`src/hdl/apu_ram.sv`:
```
// Generic single-write, single-read RAM with registered read data.
// No dependencies.
module apu_ram #(
  parameter int unsigned W     = 32,
  parameter int unsigned DEPTH = 32,
  localparam int unsigned AW   = (DEPTH > 1) ? $clog2(DEPTH) : 1
) (
  input  logic          clk_i,
  input  logic          we_i,
  input  logic [AW-1:0] waddr_i,
  input  logic [W-1:0]  wdata_i,
  input  logic [AW-1:0] raddr_i,
  output logic [W-1:0]  rdata_o
);

  logic [W-1:0] mem_q [DEPTH];

  // Write port
  always_ff @(posedge clk_i) begin
    if (we_i) begin
      mem_q[waddr_i] <= wdata_i;
    end
  end

  // Registered read port
  always_ff @(posedge clk_i) begin
    rdata_o <= mem_q[raddr_i];
  end

endmodule

```
`config.mk`:
```
export PLATFORM = sky130hd
export DESIGN_NAME = apu_ram
export DESIGN_NICKNAME = d
export VERILOG_FILES = /design/src/hdl/apu_ram.sv
export SDC_FILE = /design/constraint.sdc
export NUM_CORES = 1
export LEC_CHECK = 0
export BUFFER_PORTS_ARGS = -buffer_cell sky130_fd_sc_hd__buf_2
export CORE_AREA = 10 10 334 336
export CTS_BUF_LIST = sky130_fd_sc_hd__clkbuf_16
export DETAILED_ROUTE_END_ITERATION = 8
export DIE_AREA = 0 0 344 346
export HOLD_SLACK_MARGIN = 0.12
export PLACE_DENSITY_LB_ADDON = 0.2
export SLEW_MARGIN = 20
export SYNTH_ARGS = -nofsm -noshare
export SYNTH_HDL_FRONTEND = slang
export SYNTH_SLANG_ARGS = --single-unit
```
`constraint.sdc`:
```
create_clock -name clk_i -period 4.14 [get_ports clk_i]
set_clock_uncertainty 0.2 [all_clocks]
set_input_delay 0.207 -clock clk_i [delete_from_list [all_inputs] [get_ports clk_i]]
set_output_delay 0.207 -clock clk_i [all_outputs]
set_load 0.01 [all_outputs]
```
Word-level counts from Yosys, hierarchy flattened
Memory sizes are Yosys's and may differ from the RTL's. A register that Yosys moved wholly into a read port is not among the register bits.
Index checks and enable logic that the tools add are counted.
Widths: inputs -> output; s select.
{ "classes": {"n_addsub": 0, "mul": 0, "div_mod_pow": 0, "magnitude_cmp": 0, "n_eq_ne": 0, "n_shift": 0, "muxes": 2, "bitwise": 0, "n_reduce_logical": 0} }
{ "ops": {"columns": ["cell", "n"], "rows": [
  ["$mux 1", 2]
]} }
{ "word_totals": {"register_bits": 0, "latch_bits": 0, "mem_bits_rw": 1024, "romBits": 0, "input_bits": 44, "output_inout_bits": 32, "elab_cells": 3, "mem_count": 1} }
{ "memory_table": {"columns": ["memory", "words", "word_bits", "read_ports", "rd_clocked_by_memory_dff", "wr", "line_no", "text"], "rows": [
  ["mem_q", 32, 32, 1, 1, 1, "16", "logic [W-1:0] mem_q [DEPTH];"]
]} }

Depth between registers and ports, before layout
Gate-level depths: netlist (run 1).
{ "depth": {"depth_word": 2, "depth_mapped": 8, "depth_no_buf": 5} }

Worst setup path after synthesis (run 1)
OpenSTA, ideal clock, no wires.
{ "synth_timing": {"path_kind": "input -> register", "from": "input waddr_i[1]", "to": "memory mem_q[12][0] (enable)", "setup_time_ps": 421, "arrival_time_ps": 2220, "t_required_ps": 3519, "setup_slack_ps": 1299, "stages": 3, "path_buffers": 1, "path_cell_list": "or3b_2 > clkbuf_1 > nor2_1"} }
{ "synth_rtl": {"columns": ["item", "line_no", "text"], "rows": [
  ["start: declaration", "10", "input logic [AW-1:0] waddr_i,"],
  ["end: declaration", "16", null]
]} }
No word-level cell before the write port.

==> impl_summary.md, run 1 <==
CTS
The clock tree from TritonCTS is yes. The clock slew seen by the registers of the worst setup and hold paths is 60 ps. The setup fix buffers added after clock tree synthesis is 0. The number of hold buffers added after CTS is 43. The clock insertion delay at the later pin of the skew report is 690 ps.

The cell sitting at the root of the clock tree is a sky130_fd_sc_hd__clkbuf_16. The clock sink total is 1056. The number of gates resized after CTS is 0. The number of levels the H-tree was split into is 3. Buffers inserted during clock tree synthesis total 110. No sink is reached through more buffers than the 3 on the longest clock path.

STA
The slew of the pin with the lowest slew margin is 1000 ps. Based on the critical path, the design can be clocked at up to 0.313 GHz. The final setup TNS is 0 ps. Subtracting the final worst setup slack from the clock period gives 3200 ps. The normalized max-slew margin is 0.330.

The setup violation total in the final timing report is 0. The worst path setup slack after routing is 944 ps. The final-report hold violation count is 0.

The max-slew violation count is 0. The final critical-path share of the clock period is 0.772. Setup repair after global routing left no endpoint under its margin.

Floorplan
The core region is 0.105 mm2. The count of standard-cell rows is 119. The floorplan step defined a die boundary enclosing 0.119 mm2. The height of the chip is 346 um.

The floorplan step set the die width to 344 um. 76 I/O pins were placed. The initial core utilization is 0.386.

Placement
The worst setup slack after placement is 1290 ps. The half-perimeter wire length after detailed placement is 62.0 mm. At the end of routability-driven placement, the weighted congestion stood at 0.766. The placed cell count is 3679. The number of port buffers is 75.

Setup path
At the worst endpoint, the required time is 4440 ps. The worst flop-to-flop path startpoint is mem_q[3][13]$_DFFE_PP_. In this run the worst path has a maximum fanout of 21. The startpoint type of the worst setup path is an input port. The endpoint type of the worst setup path is a flop.

The path depth of the worst reg2reg path is 5. Data on the critical path arrives at its endpoint at 3500 ps. In this run the critical register-to-register path is captured at rdata_o[13]$_DFF_P_.

The worst register-to-register path has a setup slack of 2010 ps. The worst setup path is of the input port to flop kind.

Global routing
The first global-routing pass estimated 157 mm of wire. The via count of the first global-routing pass is 21400. The aggregate global routing overflow is 0. The initial antenna violation count is 4. For this run, the total global-route usage over all layers was measured as 0.181. The largest net degree at the start of global routing is 72.

Detailed routing
Before antenna repair, the detailed router went through 5 iterations. After detailed routing, the total wire length is 110 mm. The initial detailed-routing violation count is 1782. The detailed-route vias per instance is 5.40. The detail route stage leaves a number of antenna-violating nets equal to 0. In the routed design, unresolved DRC markers number 0. After detailed routing, the average wire length per cell comes to 27.9 um. The routed layout has 21200 vias.

Layout
In the final layout, the share of cells above drive strength 1 is 0.135. At the end of the flow, the number of nets in the layout was 2487. The area overhead of the layout relative to synthesis is 15.8%. Counting the fill cells in the layout gives 9096. The count of cells in the finished layout, fillers not included, comes to 3931. 0 antenna diodes ended up in the layout.

Synth
The mean post-synth cell area is 17.9 um2. The synthesis warning total is 0. sky130_fd_sc_hd__edfxtp_1 takes more of the synthesized area than any other cell.

For this run, the register share of the synthesized area comes to 0.775. The number of distinct standard cells referenced by the synthesized netlist is 25. The mapped netlist covers 0.0405 mm2. Counting flops and latches in the post-synthesis netlist gives 1056.

Synthesis produced a netlist with a net count of 2304. The fraction of synthesized cell area taken by the top area cell type is 0.760. Yosys attributes the largest share of cell area to sky130_fd_sc_hd__edfxtp_1 76%, sky130_fd_sc_hd__mux2i_1 13%, sky130_fd_sc_hd__a22oi_1 1.8%.

The cell count after synthesis came out at 2260.

Pwr
The worst ir drop on vdd is 0.333 mV. Of the total power, registers draw 0.522. Of the total power, combinational logic draws 0.054. The power density over cell area is 488 mW/mm2. The clock power share is 0.424. The total chip power is 22.9 mW. The switching part of the total power is 0.215. The net switching power is 4.92 mW. Summed over all cells, the static leakage comes to 16.4 nW.

Cell internal power was estimated by the tool at 18.0 mW.

Run status
The run finished with clean final reports.

Hold path
The startpoint identified for the worst hold timing path is waddr_i[1]. The min-delay analysis places its worst path in the category input port to flop. The worst hold path was traced through 4 stages. The worst hold path endpoint is mem_q[3][0]$_DFFE_PP_.

Job
The count of maximum capacitance violations is 0.
==> critical path, stage by stage <==
cell                            delay (ps)
sky130_fd_sc_hd__dlygate4sd3_1         540
sky130_fd_sc_hd__buf_2                 170
sky130_fd_sc_hd__nor2_4                260
sky130_fd_sc_hd__dlygate4sd3_1         800
sky130_fd_sc_hd__buf_4                 380
sky130_fd_sc_hd__a22o_1                200
sky130_fd_sc_hd__nor3_1                 50
sky130_fd_sc_hd__a31oi_1               720
sky130_fd_sc_hd__nand3_1               150
==> cell families after synthesis <==
family,after synthesis,synth area share
buffers and inverters,127,0.0186
flip-flops,1056,0.775
AO/OA/AOI/OAI,288,0.0485
AND/OR/NAND/NOR,277,0.0310
multiplexers,512,0.127
==> placed cells by master (no fill, tap or decap), types with 2 or more instances in the layout <==
cell type                       instances
sky130_fd_sc_hd__clkinvlp_4             2
sky130_fd_sc_hd__inv_6                  3
sky130_fd_sc_hd__nor2_4                33
sky130_fd_sc_hd__dfxtp_1               32
sky130_fd_sc_hd__a31oi_1               32
sky130_fd_sc_hd__buf_4                 67
sky130_fd_sc_hd__nand3_1               98
sky130_fd_sc_hd__clkinv_1              24
sky130_fd_sc_hd__clkinv_2              13
sky130_fd_sc_hd__a21oi_1               96
sky130_fd_sc_hd__nor3_1                32
sky130_fd_sc_hd__edfxtp_1            1024
sky130_fd_sc_hd__a22o_1                64
sky130_fd_sc_hd__mux2i_1              512
sky130_fd_sc_hd__inv_1                 39
sky130_fd_sc_hd__a22oi_1               96
sky130_fd_sc_hd__buf_2                 74
sky130_fd_sc_hd__bufinv_16             12
sky130_fd_sc_hd__nand2b_2               2
sky130_fd_sc_hd__buf_12                13
sky130_fd_sc_hd__clkbuf_16            114
sky130_fd_sc_hd__nand3b_1               5
sky130_fd_sc_hd__or3b_2                 3
sky130_fd_sc_hd__nand2_1               97
sky130_fd_sc_hd__dlygate4sd3_1         43
==> state kept, by name (all words and copies together) (netlist names) <==
name,count
mem_q,1024
rdata_o,32
==> power groups by stage <==
stage | clock, mW | sequential (mW) | combinational (mW)
final | 9.71 | 12.0 | 1.23
after global routing | 10.3 | 12.0 | 1.31
after CTS | 9.87 | 12.0 | 1.25
after detailed placement | 0 | 12.2 | 1.21
after global placement | 0 | 12.2 | 1.19
after floorplan | 0 | 12.2 | 0.614
==> area by class of cell <==
cell class	instances	area (um2)	area share
Timing Repair Buffer	198	1580	0.0337
Clock buffer	114	2850	0.0608
Tap cell	1391	1740	0.0371
Multi-Input combinational cell	1077	8610	0.184
Clock inverter	95	728	0.0155
Sequential cell	1056	31400	0.669
==> cell usage after synthesis <==
library cell	n
sky130_fd_sc_hd__buf_6	15
sky130_fd_sc_hd__buf_1	5
sky130_fd_sc_hd__buf_2	26
sky130_fd_sc_hd__nand3b_1	5
sky130_fd_sc_hd__clkbuf_1	46
sky130_fd_sc_hd__a22oi_1	96
sky130_fd_sc_hd__nand3_1	98
sky130_fd_sc_hd__clkbuf_4	2
sky130_fd_sc_hd__a21oi_1	96
sky130_fd_sc_hd__a31oi_1	32
sky130_fd_sc_hd__mux2i_1	512
sky130_fd_sc_hd__buf_4	33
sky130_fd_sc_hd__edfxtp_1	1024
sky130_fd_sc_hd__nand2b_1	2
sky130_fd_sc_hd__and2_1	1
sky130_fd_sc_hd__dfxtp_1	32
sky130_fd_sc_hd__nor2_1	34
sky130_fd_sc_hd__or3_1	1
sky130_fd_sc_hd__nor3_1	32
sky130_fd_sc_hd__nand2_1	98
sky130_fd_sc_hd__or2_2	1
sky130_fd_sc_hd__or3b_2	3
sky130_fd_sc_hd__and2b_1	1
sky130_fd_sc_hd__nor2b_1	1
sky130_fd_sc_hd__a22o_1	64
==> worst max path at each step <==
stage | start | to | slack (ps) | cells after the start
CTS | raddr_i[1] | rdata_o[16]$_DFF_P_ | 1000 | 10
global placement | waddr_i[1] | mem_q[28][22]$_DFFE_PP_ | 1260 | 4
finish | raddr_i[1] | rdata_o[13]$_DFF_P_ | 940 | 9
detailed placement | raddr_i[0] | rdata_o[25]$_DFF_P_ | 1290 | 8
floorplan | waddr_i[1] | mem_q[12][0]$_DFFE_PP_ | 1300 | 3
global route | raddr_i[1] | rdata_o[16]$_DFF_P_ | 850 | 10
==> routing by layer <==
metal	global-route usage	share of wire
met5	0	0
met4	0.0544	0.029
met2	0.289	0.47
met3	0.0294	0.055
met1	0.251	0.44
==> per-stage QoR <==
stage | utilization | hold WS (ps) | instance area [um2]
finish | 0.447 | 165 | 46900
global placement | 0.409 | 381 | 42900
global route | 0.447 | 155 | 46900
detailed placement | 0.409 | 389 | 42900
CTS | 0.447 | 132 | 46900
floorplan | - | 106 | 40500
(Power assumes the default switching activity.)
==> inputs of run 2 (changes only) <==
==> constraint.sdc (replaced) <==
create_clock -name clk_i -period 3.2 [get_ports clk_i]
set_clock_uncertainty 0.2 [all_clocks]
set_input_delay 0.16 -clock clk_i [delete_from_list [all_inputs] [get_ports clk_i]]
set_output_delay 0.16 -clock clk_i [all_outputs]
set_load 0.01 [all_outputs]
==> impl_summary.md, run 2 (synthesis gave the netlist of run 1 again) <==
Run status
The run finished with clean final reports.

Setup path
The worst setup path is captured at a flop. The startpoint type of the worst setup path is an input port. The arrival time of the worst setup path was 3390 ps (-110 ps). The worst setup path is of the input port to flop kind.

The required time of the critical path is 3590 ps (-850 ps). The path depth of the worst reg2reg path is 7 (+2). The maximum fanout along the worst path is 21 (unchanged).

Floorplan
The overall die area is 0.119 mm2 (unchanged). The initial core utilization is 0.386 (unchanged). The height of the chip was 346 um (unchanged).

The placeable core region is 0.105 mm2 (unchanged). The count of standard-cell rows was 119 (unchanged). The number of I/O pins was 76 (unchanged).

The horizontal die dimension is 344 um (unchanged).

Layout
The library cell used most frequently in the layout, excluding fill and tap cells, is sky130_fd_sc_hd__edfxtp_1. The final design instance area without fill came to 0.0475 mm2 (+1.2%). The area overhead of the layout relative to synthesis is 17.2%.

Ranked by flip-flop count, first place goes to mem_q. The largest registers in the layout are mem_q: 1024 flops, rdata_o: 32 flops. The top cell types in the final layout, fill and taps aside, are 1024 x sky130_fd_sc_hd__edfxtp_1, 512 x sky130_fd_sc_hd__mux2i_1, 109 x sky130_fd_sc_hd__clkbuf_16. The share of layout cells above drive strength 1 is 0.149 (+0.0132).

The flip-flop count of the largest register after layout is 1024 (unchanged). The number of nets in the finished design is 2516 (+1.2%). The total of fill cells in the finished design is 8983 (-1.2%).

Global routing
The met2 track demand over resource in global routing is 0.289 (about the same). The aggregate global routing overflow is 0 (unchanged). The met1 capacity usage during global routing is 0.234 (-0.0168). The global-route usage over all layers came to 0.174 (-0.00648). In this run the most used layer during global routing was met2. The via count of the first global-routing pass came to 21600 (+0.84%). The initial antenna violation count is 10 (+6).

The largest net degree at the start of global routing is 60 (-17%). The wire length of the first global-routing pass is 152 mm (-2.7%). The global-route met3 utilization came to 0.0263 (-0.00306).

Placement
The total cell area at the placement stage is 0.0433 mm2 (+0.99%). The number of port buffers came to 75 (unchanged). The worst setup slack after placement is 714 ps (-574 ps). The routability congestion estimate from global placement is 0.777 (+1.4%). The half-perimeter wire length after detailed placement is 61.2 mm (-1.2%).

CTS
The setup fix buffers added after clock tree synthesis came to 0 (unchanged). CTS placed an instance of sky130_fd_sc_hd__clkbuf_16 at the clock tree root. The maximum root-to-sink buffer count is 3 (unchanged). TritonCTS built the clock tree. The clock slew seen by the registers of the worst setup and hold paths is 60 ps (about the same). The clock sink total is 1056 (unchanged).

The number of levels the H-tree was split into is 3 (unchanged). The number of buffers created by CTS is 109 (-0.91%). The clock insertion delay at the later pin of the skew report was 700 ps (about the same).

STA
Setup repair after global routing left no endpoint under its margin. The worst path setup slack after routing is 200 ps (-745 ps). Dividing the final minimum period by the clock period gives 0.938.

Counting I/O delays and the setup requirement, the final critical path takes 3000 ps. The max-slew violation count is 0 (unchanged). The final setup TNS was 0 ps (unchanged). The setup violation total in the final timing report is 0 (unchanged).

The slew of the pin with the lowest slew margin is 836 ps (-166 ps). Based on the critical path, the design can be clocked at up to 0.333 GHz. The worst hold slack after final layout is 182 ps (+17.4 ps). The normalized max-slew margin is 0.441 (+0.111). The final-report hold violation count is 0 (unchanged).

Detailed routing
The overall routed net length is 105 mm (-4.4%). The detailed-route wire length per cell is 26.5 um (-5.0%). The number of DRC violations after detailed routing is 0 (unchanged). The initial detailed-routing violation count was 1719 (-3.5%). The iteration count of the initial detailed-routing pass is 5 (unchanged). The detailed-route vias per instance is 5.34 (-1.1%). The remaining antenna violation count came to 0 (unchanged). The routed via count is 21100 (-0.45%).

Job
The count of maximum capacitance violations is 0 (unchanged).

Hold path
The classification of the worst-slack hold path is input port to flop. The number of cells on the worst hold path is 5 (+1).

Pwr
The worst ir drop on vdd came to 0.435 mV (+31%). The total chip power is 29.7 mW (+30%). The power density over cell area is 627 mW/mm2 (+28%). The total leakage power is 16.6 nW (+1.1%).
[run 2: layer usage]
metal	vias to the layer above	wire [um]	share of wire
li1	9423	-	-
met1	11000	45200	0.43
met2	578	51600	0.49
met3	143	5350	0.051
met4	8	2710	0.026
met5	-	49	0.00047
[run 2: path summary, 6_finish.rpt]
path	from	to	slack [ps]
max	raddr_i[1]	rdata_o[15]$_DFF_P_	200
min	raddr_i[4]	rdata_o[5]$_DFF_P_	180
max reg2reg	mem_q[17][15]$_DFFE_PP_	rdata_o[15]$_DFF_P_	450
min reg2reg	mem_q[26][26]$_DFFE_PP_	rdata_o[26]$_DFF_P_	390
[run 2: stage by stage]
| step | utilization | std cells |
|---|---|---|
| finish | 0.453 | 3958 |
| global placement | 0.413 | 3702 |
| detailed placement | 0.413 | 3702 |
| global route | 0.453 | 3955 |
| floorplan | - | 2260 |
| CTS | 0.453 | 3955 |
[run 2: power by group]
part           switching [mW]  leakage, nW  internal, mW  total (mW)
registers              0.0920         9.49          15.4        15.5
clock network            5.27         1.88          7.43        12.7
logic                    1.02         5.22         0.546        1.56
total                    6.38         16.6          23.4        29.7
[run 2: worst max-delay path, cell delays in order]
cell and delay [ps]:
sky130_fd_sc_hd__dlygate4sd3_1 540, sky130_fd_sc_hd__buf_2 170, sky130_fd_sc_hd__nor2_4 200, sky130_fd_sc_hd__buf_4 340, sky130_fd_sc_hd__nand2_1 90, sky130_fd_sc_hd__dlygate4sd3_1 570
sky130_fd_sc_hd__a31oi_1 140, sky130_fd_sc_hd__dlygate4sd3_1 570, sky130_fd_sc_hd__nand3_1 60, sky130_fd_sc_hd__dlygate4sd3_1 550
[run 2: final cells by class]
class	instances	area, um2	share of cell area
well taps	1391	1740	0.0367
repair buffers	228	2070	0.0437
diodes	3	7.51	0.000158
clock buffers	109	2730	0.0575
multi-input cells	1077	8610	0.181
flip-flops and latches	1056	31400	0.661
clock inverters	94	916	0.0193
[run 2: what timing repair did]
| item | CTS | global route |
|---|---|---|
| hold buffers | 50 | 0 |
| gates resized for setup | 0 | 0 |
| hold endpoints to repair | 1166 | 0 |
==> inputs of run 3 (changes only) <==
==> constraint.sdc (replaced) <==
create_clock -name clk_i -period 3.2 [get_ports clk_i]
set_clock_uncertainty 0.2 [all_clocks]
set_input_delay 0.64 -clock clk_i [delete_from_list [all_inputs] [get_ports clk_i]]
set_output_delay 0.64 -clock clk_i [all_outputs]
set_load 0.01 [all_outputs]
==> impl_summary.md, run 3 (synthesis gave the netlist of run 1 again) <==
CTS
TritonCTS built the clock tree. The number of gates resized after CTS is 0 (unchanged). The clock slew seen by the registers of the worst setup and hold paths came to 60 ps (about the same). The setup fix buffers added after clock tree synthesis is 0 (unchanged).

The number of hold buffers added after CTS is 0 (-100%). The clock sink total is 1056 (unchanged). The root buffer cell is sky130_fd_sc_hd__clkbuf_16. The number of buffers created by CTS is 108 (-0.92%). The number of levels the H-tree was split into is 3 (unchanged).

The clock insertion delay at the later pin of the skew report is 680 ps (-20 ps). The maximum root-to-sink buffer count is 3 (unchanged).

STA
The maximum clock frequency is 0.444 GHz (+33%). The final critical-path share of the clock period is 0.704 (-0.233). The final setup TNS is 0 ps (unchanged). The worst path setup slack after routing is 947 ps (+747 ps). The setup violation total in the final timing report was 0 (unchanged). The max-slew violation count came to 0 (unchanged). The final-report hold violation count is 0 (unchanged). The normalized max-slew margin is 0.450 (+0.00890). The slew of the pin with the lowest slew margin is 826 ps (-10.8 ps). Setup repair after global routing left no endpoint under its margin. The shortest period the worst path allows is 2250 ps (-747 ps).

Layout
The total of fill cells in the finished design is 9004 (+0.23%). The non-filler instance count after layout is 3925 (-0.83%). The flip-flop count of the largest register after layout was 1024 (unchanged).

Compared with the post-synthesis result, the final layout area differs by 16.2%. The final design instance area without fill is 0.0471 mm2 (-0.84%). The top cell types in the final layout, fill and taps aside, are 1024 x sky130_fd_sc_hd__edfxtp_1, 512 x sky130_fd_sc_hd__mux2i_1, 110 x sky130_fd_sc_hd__clkbuf_16.

The number of nets in the finished design is 2491 (-0.99%). The share of layout cells above drive strength 1 is 0.154 (+0.00577). The library cell used most frequently in the layout, excluding fill and tap cells, is sky130_fd_sc_hd__edfxtp_1.

The largest registers in the layout are mem_q: 1024 flops, rdata_o: 32 flops. The register bank with the most flops is mem_q.

Setup path
On the critical path, the stage with the largest delay is an instance of sky130_fd_sc_hd__dfxtp_1. The worst setup path is captured at a primary output. The critical path's top delay family is flip-flops.

Following the worst setup path forward leads to its endpoint at rdata_o[10]. The setup slack of the most critical reg-to-reg path was 1440 ps (+990 ps). The delay of the slowest cell on the worst path is 520 ps (-50 ps). The required time of the critical path is 2360 ps (-1230 ps).

Walking the worst path, the cells encountered are buf_2. The critical path launch point is rdata_o[10]$_DFF_P_. STA classifies the critical path startpoint as a flop. The critical setup path kind is flop to primary output. The worst flop-to-flop path startpoint is mem_q[2][18]$_DFFE_PP_. The maximum fanout along the worst path is 1 (-95%). The arrival time of the worst setup path is 1410 ps (-1980 ps). The number of buffers and inverters on the critical path is 1 (-5).

The count of cell instances traversed by the critical path came to 1 (-9). The path depth of the worst reg2reg path came to 5 (-2). In this run the critical register-to-register path is captured at rdata_o[18]$_DFF_P_.

Placement
The half-perimeter wire length after detailed placement is 57.9 mm (-5.4%). The worst setup slack after placement is 385 ps (-329 ps). The total cell area at the placement stage was 0.0437 mm2 (+0.80%). The number of port buffers is 75 (unchanged). The placed cell count is 3728 (+0.70%). The routability congestion estimate from global placement is 0.777 (about the same).

Pwr
The worst ir drop on vdd is 0.407 mV (-6.2%). The sequential group share of total power was 0.533 (+0.013). The switching part of the total power is 0.213 (-0.00156). The clock power share is 0.414 (-0.013). The total chip power is 29.0 mW (-2.5%). The share of total power in combinational logic is 0.052 (about the same). The cell internal power dissipation is 22.8 mW (-2.3%). The power density over cell area is 616 mW/mm2 (-1.7%). The total leakage power is 16.4 nW (-0.99%). The net switching power is 6.17 mW (-3.2%).

Floorplan
The placeable core region is 0.105 mm2 (unchanged). The number of I/O pins came to 76 (unchanged). The initial core utilization is 0.386 (unchanged). The count of standard-cell rows is 119 (unchanged). The overall die area is 0.119 mm2 (unchanged). The horizontal die dimension is 344 um (unchanged). The height of the chip is 346 um (unchanged).

Detailed routing
The iteration count of the initial detailed-routing pass is 5 (unchanged). The remaining antenna violation count is 0 (unchanged). The routed via count is 20800 (-1.6%). The initial detailed-routing violation count is 1732 (+0.76%). The detailed-route vias per instance was 5.30 (-0.78%). The detailed-route wire length per cell is 26.1 um (-1.6%). The overall routed net length came to 102 mm (-2.4%).

The number of DRC violations after detailed routing is 0 (unchanged).

Global routing
The aggregate global routing overflow is 0 (unchanged). The initial antenna violation count is 10 (unchanged). The via count of the first global-routing pass came to 21300 (-1.6%). The global-route usage over all layers is 0.170 (-0.00418). The largest net degree at the start of global routing is 61 (+1.7%). The wire length of the first global-routing pass is 149 mm (-2.1%).

Run status
The flow ran to the end, and the final reports show no timing, DRC or antenna violations.

Hold path
The classification of the worst-slack hold path is input port to flop.

Job
The count of maximum capacitance violations is 0 (unchanged).
-- run 3: cell count changes in the layout (fill, tap and decap cells not counted), moves of 3 or more --
cell / before / now
sky130_fd_sc_hd__buf_4: 70 / 84
sky130_fd_sc_hd__clkinv_2: 26 / 17
sky130_fd_sc_hd__buf_12: 33 / 45
sky130_fd_sc_hd__clkinvlp_4: 0 / 5
sky130_fd_sc_hd__inv_1: 21 / 24
sky130_fd_sc_hd__bufinv_16: 15 / 9
sky130_fd_sc_hd__dlygate4sd3_1: 50 / 0
sky130_fd_sc_hd__clkinv_1: 22 / 28
sky130_fd_sc_hd__inv_6: 3 / 0
-- run 3: metal layers --
metal / part of all wire / vias up / global-route usage / routed length, um
met5: 0.00053 / - / 0 / 54
met4: 0.024 / 8 / 0.0464 / 2410
met3: 0.052 / 170 / 0.0293 / 5280
met2: 0.48 / 533 / 0.277 / 49600
met1: 0.44 / 10700 / 0.232 / 45100
li1: - / 9368 / - / -
-- run 3: stage by stage --
stage	utilization	hold slack, ps
3_3_place_gp	0.416	380
2_1_floorplan	-	353
4_1_cts	0.449	213
5_1_grt	0.449	259
3_5_place_dp	0.416	393
6_report	0.449	261
-- run 3: layout make-up --
type / instances / area, um2 / share of cell area
Multi-Input combinational cell: 1077 / 8610 / 0.183
Antenna cell: 1 / 2.50 / 0.0000532
Timing Repair Buffer: 204 / 1920 / 0.0407
Sequential cell: 1056 / 31400 / 0.667
Clock buffer: 110 / 2750 / 0.0585
Clock inverter: 86 / 651 / 0.0138
Tap cell: 1391 / 1740 / 0.0370
-- run 3: how the worst min path moves through the flow --
| stage | start | end | slack [ps] | depth (start not counted) |
|---|---|---|---|---|
| 6_report | wdata_i[11] | mem_q[6][11]$_DFFE_PP_ | 260 | 1 |
| 5_1_grt | wdata_i[30] | mem_q[7][30]$_DFFE_PP_ | 260 | 1 |
| 4_1_cts | wdata_i[31] | mem_q[17][31]$_DFFE_PP_ | 210 | 1 |
| 3_5_place_dp | mem_q[26][21]$_DFFE_PP_ | rdata_o[21]$_DFF_P_ | 390 | 4 |
| 3_3_place_gp | mem_q[16][29]$_DFFE_PP_ | rdata_o[29]$_DFF_P_ | 380 | 4 |
| 2_1_floorplan | mem_q[16][10]$_DFFE_PP_ | rdata_o[10]$_DFF_P_ | 350 | 4 |
-- run 3: power by group through the flow --
stage	clock network, mW	registers (mW)	logic [mW]
floorplan	0	15.7	0.794
global placement	0	15.8	1.51
detailed placement	0	15.8	1.54
CTS	12.3	15.5	1.54
global route	12.9	15.5	1.65
finish	12.0	15.5	1.52
